===== config.mk =====
export PLATFORM = sky130hd
export DESIGN_NAME = poisson_binomial_tail
export DESIGN_NICKNAME = d
export VERILOG_FILES = /design/src/design/pbt_pkg.sv /design/src/design/pbt_ram.sv /design/src/design/pbt_datapath.sv /design/src/design/pbt_ctrl.sv /design/src/design/poisson_binomial_tail.sv
export SDC_FILE = /design/constraint.sdc
export NUM_CORES = 2
export LEC_CHECK = 0
export BUFFER_PORTS_ARGS = -buffer_cell sky130_fd_sc_hd__buf_2
export CAP_MARGIN = 5
export CORE_MARGIN = 8
export CORE_UTILIZATION = 40
export CTS_CLUSTER_SIZE = 40
export DETAILED_ROUTE_END_ITERATION = 12
export SLEW_MARGIN = 20
export SYNTH_ARGS = -nofsm -noshare
export SYNTH_HDL_FRONTEND = slang
export SYNTH_SLANG_ARGS = --single-unit

===== constraint.sdc =====
create_clock -name i_clk -period 8.6 [get_ports i_clk]
set_input_delay 0.43 -clock i_clk [delete_from_list [all_inputs] [get_ports i_clk]]
set_output_delay 0.43 -clock i_clk [all_outputs]
set_load 0.05 [all_outputs]

===== src/design/pbt_pkg.sv =====
// shared constants, command and status types, and helper functions for the tail block
`default_nettype none

package pbt_pkg;

    // block sizing
    localparam int MAX_TRIALS     = 32;
    localparam int PROB_FRAC_BITS = 16;
    localparam int DIST_FRAC_BITS = 24;

    // derived sizes
    localparam int NENT    = MAX_TRIALS + 1;
    localparam int IDX_W   = $clog2(NENT);
    localparam int STEP_W  = $clog2(MAX_TRIALS + 4);
    localparam int PROB_W  = 17;
    localparam int CNT_W   = 6;
    localparam int DIST_W  = DIST_FRAC_BITS + 1;
    localparam int PROD_W  = DIST_W + PROB_W;
    localparam int MIX_W   = PROD_W + 1;
    localparam int SUM_W   = DIST_W + $clog2(NENT);
    localparam int IN_TDATA_W  = ((PROB_W + 7) / 8) * 8;
    localparam int OUT_TDATA_W = ((CNT_W + PROB_W + 7) / 8) * 8;

    // fixed-point constants
    localparam logic [PROB_W-1:0] ONE_P  = PROB_W'(1) << PROB_FRAC_BITS;
    localparam logic [DIST_W-1:0] ONE_D  = DIST_W'(1) << DIST_FRAC_BITS;
    localparam logic [MIX_W-1:0]  HALF_P = MIX_W'(1) << (PROB_FRAC_BITS - 1);

    // output conversion shifts
    localparam int SH_R = (DIST_FRAC_BITS > PROB_FRAC_BITS) ?
                          (DIST_FRAC_BITS - PROB_FRAC_BITS) : 0;
    localparam int SH_L = (PROB_FRAC_BITS > DIST_FRAC_BITS) ?
                          (PROB_FRAC_BITS - DIST_FRAC_BITS) : 0;
    localparam int CONV_W = SUM_W + SH_L + 1;
    localparam logic [CONV_W-1:0] CONV_RND = (SH_R > 0) ?
                          (CONV_W'(1) << ((SH_R > 0) ? (SH_R - 1) : 0)) : '0;

    // controller to datapath commands
    typedef struct packed {
        logic             accept;     // input beat taken this cycle
        logic             rd_en;      // store read
        logic [IDX_W-1:0] rd_addr;
        logic             upd_issue;  // update pass step
        logic             upd_first;  // step only primes the held entry
        logic             upd_zero;   // step feeds a zero lower neighbor
        logic [IDX_W-1:0] upd_tgt;    // entry written by this step
        logic             out_load;   // load result register
        logic [IDX_W-1:0] out_k;
        logic             out_last;
        logic             clear;      // back to point mass at zero
    } t_cmd;

    // datapath to controller status
    typedef struct packed {
        logic             last_trial;
        logic [IDX_W-1:0] n_trials;
    } t_status;

    // value of a store entry that has not been written since the last clear
    function automatic logic [DIST_W-1:0] rst_val(input logic [IDX_W-1:0] addr);
        rst_val = (addr == '0) ? ONE_D : '0;
    endfunction

    // exact tail sum to output format, round half up, saturate at one
    function automatic logic [PROB_W-1:0] to_out(input logic [SUM_W-1:0] acc);
        logic [CONV_W-1:0] v;
        v = ((CONV_W'(acc) + CONV_RND) >> SH_R) << SH_L;
        to_out = (v > CONV_W'(ONE_P)) ? ONE_P : v[PROB_W-1:0];
    endfunction

endpackage

`default_nettype wire


===== src/design/pbt_ram.sv =====
// generic single write port, single read port ram with registered read
`default_nettype none

module pbt_ram #(
    parameter int WIDTH = 8,
    parameter int DEPTH = 16
) (
    input  wire logic                     i_clk,
    input  wire logic                     i_we,
    input  wire logic [$clog2(DEPTH)-1:0] i_waddr,
    input  wire logic [WIDTH-1:0]         i_wdata,
    input  wire logic                     i_re,
    input  wire logic [$clog2(DEPTH)-1:0] i_raddr,
    output logic      [WIDTH-1:0]         o_rdata
);

    logic [WIDTH-1:0] r_mem [DEPTH];
    logic [WIDTH-1:0] r_rdata;

    // write port
    always_ff @(posedge i_clk) begin
        if (i_we) begin
            r_mem[i_waddr] <= i_wdata;
        end
    end

    // registered read port
    always_ff @(posedge i_clk) begin
        if (i_re) begin
            r_rdata <= r_mem[i_raddr];
        end
    end

    assign o_rdata = r_rdata;

endmodule

`default_nettype wire


===== src/design/pbt_datapath.sv =====
// distribution store, multiply-add pipeline, tail sums and result register
`default_nettype none

module pbt_datapath (
    input  wire logic                             i_clk,
    input  wire logic                             i_rst_n,
    input  wire pbt_pkg::t_cmd                    i_cmd,
    output pbt_pkg::t_status                      o_status,
    input  wire logic [pbt_pkg::IN_TDATA_W-1:0]   i_in_tdata,
    input  wire logic                             i_in_tlast,
    output logic      [pbt_pkg::OUT_TDATA_W-1:0]  o_out_tdata,
    output logic                                  o_out_tlast
);

    // trial registers
    logic [pbt_pkg::PROB_W-1:0] r_p;
    logic [pbt_pkg::PROB_W-1:0] r_q;
    logic                       r_last;
    logic [pbt_pkg::IDX_W-1:0]  r_trials;
    logic [pbt_pkg::PROB_W-1:0] w_in_p;

    // store and valid bits
    logic [pbt_pkg::NENT-1:0]   r_vld;
    logic [pbt_pkg::DIST_W-1:0] w_ram_q;
    logic                       w_we;
    logic [pbt_pkg::DIST_W-1:0] w_wdata;

    // read stage tags
    logic                       r_s0_v;
    logic                       r_s0_first;
    logic                       r_s0_zero;
    logic                       r_s0_vbit;
    logic [pbt_pkg::IDX_W-1:0]  r_s0_addr;
    logic [pbt_pkg::IDX_W-1:0]  r_s0_tgt;
    logic [pbt_pkg::DIST_W-1:0] w_cur;

    // multiply stage
    logic [pbt_pkg::DIST_W-1:0] r_hi;
    logic [pbt_pkg::PROB_W-1:0] w_wt;
    logic                       r_pv;
    logic [pbt_pkg::PROD_W-1:0] r_pa;
    logic [pbt_pkg::PROD_W-1:0] r_pb;
    logic [pbt_pkg::IDX_W-1:0]  r_p_tgt;

    // add, round and saturate stage
    logic [pbt_pkg::MIX_W-1:0]  w_mix;
    logic [pbt_pkg::MIX_W-1:0]  w_shift;

    // tail sums
    logic [pbt_pkg::SUM_W-1:0]  r_sum;
    logic [pbt_pkg::SUM_W-1:0]  r_prefix;
    logic [pbt_pkg::SUM_W-1:0]  w_tail;

    // result register
    logic [pbt_pkg::IDX_W-1:0]  r_out_k;
    logic [pbt_pkg::PROB_W-1:0] r_out_tail;
    logic                       r_out_last;

    // input probability clamped to one
    assign w_in_p = (i_in_tdata[pbt_pkg::PROB_W-1:0] > pbt_pkg::ONE_P) ?
                    pbt_pkg::ONE_P : i_in_tdata[pbt_pkg::PROB_W-1:0];

    // capture trial, count trials up to the limit
    always_ff @(posedge i_clk) begin
        if (!i_rst_n) begin
            r_trials <= '0;
        end else if (i_cmd.clear) begin
            r_trials <= '0;
        end else if (i_cmd.accept &&
                     r_trials != pbt_pkg::IDX_W'(pbt_pkg::MAX_TRIALS)) begin
            r_trials <= r_trials + 1'b1;
        end
    end

    always_ff @(posedge i_clk) begin
        if (i_cmd.accept) begin
            r_p    <= w_in_p;
            r_q    <= pbt_pkg::ONE_P - w_in_p;
            r_last <= i_in_tlast;
        end
    end

    assign o_status.last_trial = r_last;
    assign o_status.n_trials   = r_trials;

    // distribution store
    pbt_ram #(
        .WIDTH (pbt_pkg::DIST_W),
        .DEPTH (pbt_pkg::NENT)
    ) u_store (
        .i_clk   (i_clk),
        .i_we    (w_we),
        .i_waddr (r_p_tgt),
        .i_wdata (w_wdata),
        .i_re    (i_cmd.rd_en),
        .i_raddr (i_cmd.rd_addr),
        .o_rdata (w_ram_q)
    );

    // valid bits: unwritten entries read as the point mass at zero
    always_ff @(posedge i_clk) begin
        if (!i_rst_n) begin
            r_vld <= '0;
        end else if (i_cmd.clear) begin
            r_vld <= '0;
        end else if (w_we) begin
            r_vld[r_p_tgt] <= 1'b1;
        end
    end

    // read stage tags
    always_ff @(posedge i_clk) begin
        if (!i_rst_n) begin
            r_s0_v <= 1'b0;
        end else begin
            r_s0_v <= i_cmd.upd_issue;
        end
    end

    always_ff @(posedge i_clk) begin
        r_s0_first <= i_cmd.upd_first;
        r_s0_zero  <= i_cmd.upd_zero;
        r_s0_tgt   <= i_cmd.upd_tgt;
        r_s0_addr  <= i_cmd.rd_addr;
        r_s0_vbit  <= r_vld[i_cmd.rd_addr];
    end

    // effective entry value after the read
    always_comb begin
        if (r_s0_zero) begin
            w_cur = '0;
        end else if (r_s0_vbit) begin
            w_cur = w_ram_q;
        end else begin
            w_cur = pbt_pkg::rst_val(r_s0_addr);
        end
    end

    // top entry absorbs, keeping its own mass
    assign w_wt = (r_s0_tgt == pbt_pkg::IDX_W'(pbt_pkg::MAX_TRIALS)) ?
                  pbt_pkg::ONE_P : r_q;

    // multiply stage: old[k]*w and old[k-1]*p
    always_ff @(posedge i_clk) begin
        if (!i_rst_n) begin
            r_pv <= 1'b0;
        end else begin
            r_pv <= r_s0_v && !r_s0_first;
        end
    end

    always_ff @(posedge i_clk) begin
        if (r_s0_v) begin
            r_hi    <= w_cur;
            r_pa    <= r_hi * w_wt;
            r_pb    <= w_cur * r_p;
            r_p_tgt <= r_s0_tgt;
        end
    end

    // add, round half up, saturate at one, write back
    assign w_mix   = pbt_pkg::MIX_W'(r_pa) + pbt_pkg::MIX_W'(r_pb) + pbt_pkg::HALF_P;
    assign w_shift = w_mix >> pbt_pkg::PROB_FRAC_BITS;
    assign w_wdata = (w_shift > pbt_pkg::MIX_W'(pbt_pkg::ONE_D)) ?
                     pbt_pkg::ONE_D : w_shift[pbt_pkg::DIST_W-1:0];
    assign w_we    = r_pv;

    // running total of the new distribution and prefix during readout
    assign w_tail = r_sum - r_prefix;

    always_ff @(posedge i_clk) begin
        if (i_cmd.accept) begin
            r_sum    <= '0;
            r_prefix <= '0;
        end else begin
            if (w_we) begin
                r_sum <= r_sum + pbt_pkg::SUM_W'(w_wdata);
            end
            if (i_cmd.out_load) begin
                r_prefix <= r_prefix + pbt_pkg::SUM_W'(w_cur);
            end
        end
    end

    // result register
    always_ff @(posedge i_clk) begin
        if (i_cmd.out_load) begin
            r_out_k    <= i_cmd.out_k;
            r_out_tail <= pbt_pkg::to_out(w_tail);
            r_out_last <= i_cmd.out_last;
        end
    end

    assign o_out_tdata = {
        {(pbt_pkg::OUT_TDATA_W - pbt_pkg::CNT_W - pbt_pkg::PROB_W){1'b0}},
        r_out_tail,
        pbt_pkg::CNT_W'(r_out_k)
    };
    assign o_out_tlast = r_out_last;

    // a write never lands on the entry being read in the same cycle
    a_no_rw_clash: assert property (@(posedge i_clk) disable iff (!i_rst_n)
        w_we && i_cmd.rd_en |-> r_p_tgt != i_cmd.rd_addr)
        else $error("store write and read hit the same entry");

endmodule

`default_nettype wire


===== src/design/pbt_ctrl.sv =====
// controller: sequences the update pass per trial and the tail readout
`default_nettype none

module pbt_ctrl (
    input  wire logic             i_clk,
    input  wire logic             i_rst_n,
    input  wire logic             i_in_valid,
    output logic                  o_in_ready,
    output logic                  o_out_valid,
    input  wire logic             i_out_ready,
    input  wire pbt_pkg::t_status i_status,
    output pbt_pkg::t_cmd         o_cmd
);

    typedef enum logic [4:0] {
        S_IDLE  = 5'b00001,
        S_UPD   = 5'b00010,
        S_ORD   = 5'b00100,
        S_OWAIT = 5'b01000,
        S_OSEND = 5'b10000
    } t_state;

    localparam logic [pbt_pkg::STEP_W-1:0] STEP_ZERO =
        pbt_pkg::STEP_W'(pbt_pkg::MAX_TRIALS + 1);
    localparam logic [pbt_pkg::STEP_W-1:0] STEP_END =
        pbt_pkg::STEP_W'(pbt_pkg::MAX_TRIALS + 3);

    t_state                      r_state, n_state;
    logic [pbt_pkg::STEP_W-1:0]  r_step, n_step;
    logic [pbt_pkg::IDX_W-1:0]   r_k, n_k;
    logic                        w_accept;
    logic                        w_k_last;
    logic                        w_issue;
    logic [pbt_pkg::STEP_W-1:0]  w_rd_addr;
    logic [pbt_pkg::STEP_W-1:0]  w_tgt;

    assign o_in_ready  = (r_state == S_IDLE);
    assign o_out_valid = (r_state == S_OSEND);
    assign w_accept    = i_in_valid && o_in_ready;
    assign w_k_last    = (r_k == i_status.n_trials);

    // update pass addressing: read entry MAX-step, write entry MAX-step+1
    assign w_issue   = (r_state == S_UPD) && (r_step <= STEP_ZERO);
    assign w_rd_addr = pbt_pkg::STEP_W'(pbt_pkg::MAX_TRIALS) - r_step;
    assign w_tgt     = pbt_pkg::STEP_W'(pbt_pkg::NENT) - r_step;

    // next state
    always_comb begin
        n_state = r_state;
        n_step  = r_step;
        n_k     = r_k;
        unique case (r_state)
            S_IDLE: begin
                if (w_accept) begin
                    n_state = S_UPD;
                    n_step  = '0;
                end
            end
            S_UPD: begin
                n_step = r_step + 1'b1;
                if (r_step == STEP_END) begin
                    n_k     = '0;
                    n_state = i_status.last_trial ? S_ORD : S_IDLE;
                end
            end
            S_ORD: begin
                n_state = S_OWAIT;
            end
            S_OWAIT: begin
                n_state = S_OSEND;
            end
            S_OSEND: begin
                if (i_out_ready) begin
                    if (w_k_last) begin
                        n_state = S_IDLE;
                    end else begin
                        n_k     = r_k + 1'b1;
                        n_state = S_ORD;
                    end
                end
            end
            default: begin
                n_state = S_IDLE;
            end
        endcase
    end

    always_ff @(posedge i_clk) begin
        if (!i_rst_n) begin
            r_state <= S_IDLE;
            r_step  <= '0;
            r_k     <= '0;
        end else begin
            r_state <= n_state;
            r_step  <= n_step;
            r_k     <= n_k;
        end
    end

    // commands
    always_comb begin
        o_cmd           = '0;
        o_cmd.accept    = w_accept;
        o_cmd.upd_issue = w_issue;
        o_cmd.upd_first = w_issue && (r_step == '0);
        o_cmd.upd_zero  = w_issue && (r_step == STEP_ZERO);
        o_cmd.upd_tgt   = w_tgt[pbt_pkg::IDX_W-1:0];
        o_cmd.out_k     = r_k;
        o_cmd.out_last  = w_k_last;
        o_cmd.out_load  = (r_state == S_OWAIT);
        o_cmd.clear     = (r_state == S_OSEND) && i_out_ready && w_k_last;
        if (r_state == S_ORD) begin
            o_cmd.rd_en   = 1'b1;
            o_cmd.rd_addr = r_k;
        end else begin
            o_cmd.rd_en   = w_issue && (r_step != STEP_ZERO);
            o_cmd.rd_addr = w_rd_addr[pbt_pkg::IDX_W-1:0];
        end
    end

    // input and output sides are never open together
    a_excl: assert property (@(posedge i_clk) disable iff (!i_rst_n)
        !(o_in_ready && o_out_valid))
        else $error("input ready while a result is offered");

    // an accepted trial always starts an update pass
    a_accept_busy: assert property (@(posedge i_clk) disable iff (!i_rst_n)
        w_accept |=> !o_in_ready && r_step == '0)
        else $error("trial accepted without starting the update pass");

    // the final result hands back to idle with the store cleared
    a_last_idle: assert property (@(posedge i_clk) disable iff (!i_rst_n)
        o_out_valid && i_out_ready && w_k_last |=> o_in_ready && i_status.n_trials == '0)
        else $error("readout end did not return to idle");

endmodule

`default_nettype wire


===== src/design/poisson_binomial_tail.sv =====
// top level of the success count tail block
`default_nettype none

// Takes one trial probability per input beat (Q1.16, values above one taken
// as one) and folds it into a 33-entry Q1.24 distribution of success counts
// held in a small RAM. Each trial costs an accept plus an update pass: the
// pass walks the store from the top entry down through one read port and one
// two-product multiply-add pipeline, writing each new entry back behind the
// read. After the beat flagged by tlast the block emits the tail sums
// P(count >= k) for k = 0..n, one beat per k in Q1.16 with the last one
// flagged, each held through output stalls; the store then returns to the
// point mass at zero through per-entry valid bits, so there is no clearing
// pass after reset. Trials beyond MAX_TRIALS pile into the top entry. Input
// is accepted only between trials and readouts.
module poisson_binomial_tail (
    input  wire logic                             i_clk,
    input  wire logic                             i_rst_n,
    // input beats
    input  wire logic                             i_s_tvalid,
    output logic                                  o_s_tready,
    input  wire logic [pbt_pkg::IN_TDATA_W-1:0]   i_s_tdata,   // [16:0] trial_prob
    input  wire logic                             i_s_tlast,   // last_trial
    // result beats
    output logic                                  o_m_tvalid,
    input  wire logic                             i_m_tready,
    output logic      [pbt_pkg::OUT_TDATA_W-1:0]  o_m_tdata,   // [5:0] count_index,
                                                               // [22:6] tail_prob
    output logic                                  o_m_tlast    // last_result
);

    pbt_pkg::t_cmd    w_cmd;
    pbt_pkg::t_status w_status;

    // sequencer
    pbt_ctrl u_ctrl (
        .i_clk       (i_clk),
        .i_rst_n     (i_rst_n),
        .i_in_valid  (i_s_tvalid),
        .o_in_ready  (o_s_tready),
        .o_out_valid (o_m_tvalid),
        .i_out_ready (i_m_tready),
        .i_status    (w_status),
        .o_cmd       (w_cmd)
    );

    // store and arithmetic
    pbt_datapath u_datapath (
        .i_clk       (i_clk),
        .i_rst_n     (i_rst_n),
        .i_cmd       (w_cmd),
        .o_status    (w_status),
        .i_in_tdata  (i_s_tdata),
        .i_in_tlast  (i_s_tlast),
        .o_out_tdata (o_m_tdata),
        .o_out_tlast (o_m_tlast)
    );

endmodule

`default_nettype wire

==> results.cfg <==
[placed_design]
dp_cells = 10194
placed_area_sq_um = 82700
dp_slack_ns = 0.293
place_congestion = 0.877
post-dp-hpwl_um = 147000
io_buffers = 47

[cts]
cts_root_buffer = clkbuf_16
insertion_delay_ns = 0.77
cts_max_level = 3
cts_buffers = 112
clk_pin_slew_ns = 0.06
max-clock-path-buffers = 3
cts_tree = built
cts.sinks = 1158

[cells_and_area]
area.sequential_sq_um = 33400
multi_input_area_sq_um = 40700
final_cell_area_sq_um = 86600
layout.nets = 8810
finalNonFillerCells = 10411
drive_above_1_share_pct = 7.14
syn2layout_area_growth_pct = 10.3
fin_util_pct = 44.4
fillers = 18316

[sta]
rsz0062_at_grt = false
slew_violations = 0
slew_headroom_pct = 25.2
min_period_over_period_pct = 96.1
worst_pin_slew_ns = 1.12
fmax_mhz = 121
finClkSkew_ns = 0.0630
hold_violations = 0
period_minus_slack_ns = 8.26
setup_tns_ns = 0
final.setup.worst_slack_ns = 0.336
setup_viol = 0

[pwr]
power_density_nw_per_um2 = 349
p_comb_share_pct = 58.4
seq_power_share_pct = 24.6
ir_drop_v = 0.00143
p_int_uw = 17500
p_sw_share_pct = 42.2
clkPwrFrac_pct = 17.0
power_leakage_uw = 0.0366
p_switching_uw = 12800

[critical_path]
start_kind = flop
slowest_stage = fa_1
critical_path_arrival_ns = 8.74
crit_path_max_incr_delay_ns = 0.61
worstSetupPathType = flop to flop
crit_buf_inv = 4
crit_required_ns = 9.07
worstPathMaxFanout = 24
path_common_cell = fa_1
crit_path_end_kind = flop
crit_family = adder cells

[flow_run]
maxCapViolCount = 0

[die]
core_area_sq_um = 195000
io_pins = 56
initial_utilization_pct = 40.3
die_area_sq_um = 211000
die_h_um = 459
die_w_um = 459
num_rows = 162

[route]
via_per_inst = 5.42
antenna_left = 0
routed-via-count = 56408
wire_per_inst_um = 21.3
firstDrtPassIters = 5
routed_wl_um = 222000
drt_iter0_drc = 5032
drc_errors = 0

[grt]
antenna_found_initial = 8
grt_pass1_wl_um = 339000
track_usage_pct = 20.6
gr-total-overflow = 0
grt_start_max_net_pins = 164
grt_pass1_vias = 56446

[logic_synthesis]
avgSynthCellArea_sq_um = 10.2
ys_types = 92
synth_warnings = 0
post-synth-top-area-cell = edfxtp_1
async_flop_share_pct = 0
synth_nets = 8832
synth_area_leaders = edfxtp_1 39%, fa_1 18%, nand2_1 7.8%
yosysTopAreaCellShare_pct = 39.1
syn-instance-count = 7712
ys_seq_area_share_pct = 42.6
synth_edf_count = 1023
synth_top_flop_cell = edfxtp_1
synth_seq_cells = 1158
synth_area_sq_um = 78500

[min_path]
worstHoldPathType = input pin to flop

[status]
outcome = completed
[per-layer routing]
layer,wire length (um),GRT usage [%]
met4,7900,6.46
met1,95100,28.6
met2,104000,34.0
met5,13,0
met3,14100,2.51
[final timing paths]
kind	slack [ns]	endpoint	cells after the start	start
setup reg to reg	0.34	u_datapath.r_pb[41]	26	u_datapath.r_s0_vbit
hold reg to reg	0.38	u_datapath.r_pv	1	u_datapath.r_s0_first
setup / recovery	0.34	u_datapath.r_pb[41]	26	u_datapath.r_s0_vbit
hold / removal	0.06	u_datapath.r_q[0]	3	i_s_tdata[0]
[timing repair]
action	in CTS	in global routing
hold buffers	4	0
hold endpoints to repair	3	0
setup buffers	0	1
endpoints found under the setup margin	0	4
resized for setup	0	4
[power groups by stage]
stage	logic, uW	clock network [uW]	registers [uW]
final	17700	5140	7430
after global routing	20200	5430	7440
after CTS	17900	5230	7430
after detailed placement	17700	0	7550
after global placement	17600	0	7550
after floorplan	13000	0	7490
[cells in the mapped netlist (49+ instances only)]
library cell / count
a22oi_1: 52
a31oi_1: 49
edfxtp_1: 1023
dfxtp_1: 135
fa_1: 690
nand2_1: 1640
xnor2_1: 139
and3_1: 300
a21o_1: 74
o21ai_0: 152
nand3_1: 312
inv_1: 919
clkbuf_1: 342
xor2_1: 62
nor3_1: 163
and2_1: 75
ha_1: 401
a21oi_1: 374
nor2_1: 305
[area by class of cell]
type                    instances  area share, %
clock buffers                 140           3.52
flip-flops and latches       1158           38.6
repair buffers                247           2.18
inverters                     922           4.01
clock inverters                69          0.936
diodes                          2        0.00578
multi-input cells            5249           47.0
well taps                    2624           3.79
[worst min-delay path: stages]
cell and delay, ns:
buf_2 0.09, nand2_1 0.08, inv_1 0.06
[flip-flops by register name (all words and copies together), names as in the netlist, 5 cells and up]
signal                      count
u_datapath.r_s0_addr            6
u_datapath.r_q                 17
u_datapath.r_p                 16
u_ctrl.r_state                  5
u_datapath.r_pa                42
u_datapath.r_s0_tgt             6
u_datapath.r_out_k              6
u_ctrl.r_step                   6
u_datapath.r_pb                42
u_datapath.u_store.r_mem      825
u_datapath.r_vld               33
u_datapath.r_p_tgt              6
u_datapath.r_prefix            31
u_datapath.r_sum               31
u_datapath.u_store.o_rdata     25
u_datapath.r_hi                25
u_ctrl.r_k                      6
u_datapath.r_out_tail          17
u_datapath.r_trials             6
[cells by family (layout without fill, tap and decap cells)]
logic type                 after synthesis  count (layout)  synth area share [%]
AOI/OAI and AO/OA                      895             895                  7.06
xor gates and xnor gates               201             201                  2.24
adders and majority gates             1091            1091                  24.0
buffers and inverters                 1306            1378                  6.28
DFF                                   1158            1158                  42.6
muxes                                   30              30                 0.384
other                                    1               3               0.00478
and+or+nand+nor                       3030            3031                  17.5
[cells in the final DEF, fill, tap and decap left out, types with 75 or more instances in the layout]
| cell type | Yosys | final |
|---|---|---|
| dfxtp_1 | 135 | 133 |
| and2_1 | 75 | 75 |
| nand3_1 | 312 | 312 |
| nor3_1 | 163 | 162 |
| buf_4 | 1 | 185 |
| and3_1 | 300 | 300 |
| ha_1 | 401 | 401 |
| clkbuf_16 | 0 | 113 |
| nor2_1 | 305 | 257 |
| edfxtp_1 | 1023 | 1023 |
| nand2_1 | 1640 | 1635 |
| inv_1 | 919 | 916 |
| xnor2_1 | 139 | 139 |
| fa_1 | 690 | 690 |
| a21oi_1 | 374 | 374 |
| o21ai_0 | 152 | 151 |
[metrics by stage]
stage | hold WS (ns) | power, uW
floorplan | 0.367 | 20500
global placement | 0.375 | 25200
detailed placement | 0.385 | 25300
CTS | 0.00249 | 30500
global route | 0.0580 | 33100
finish | 0.0601 | 30200
Note: power is estimated with default switching activity, not from simulation.
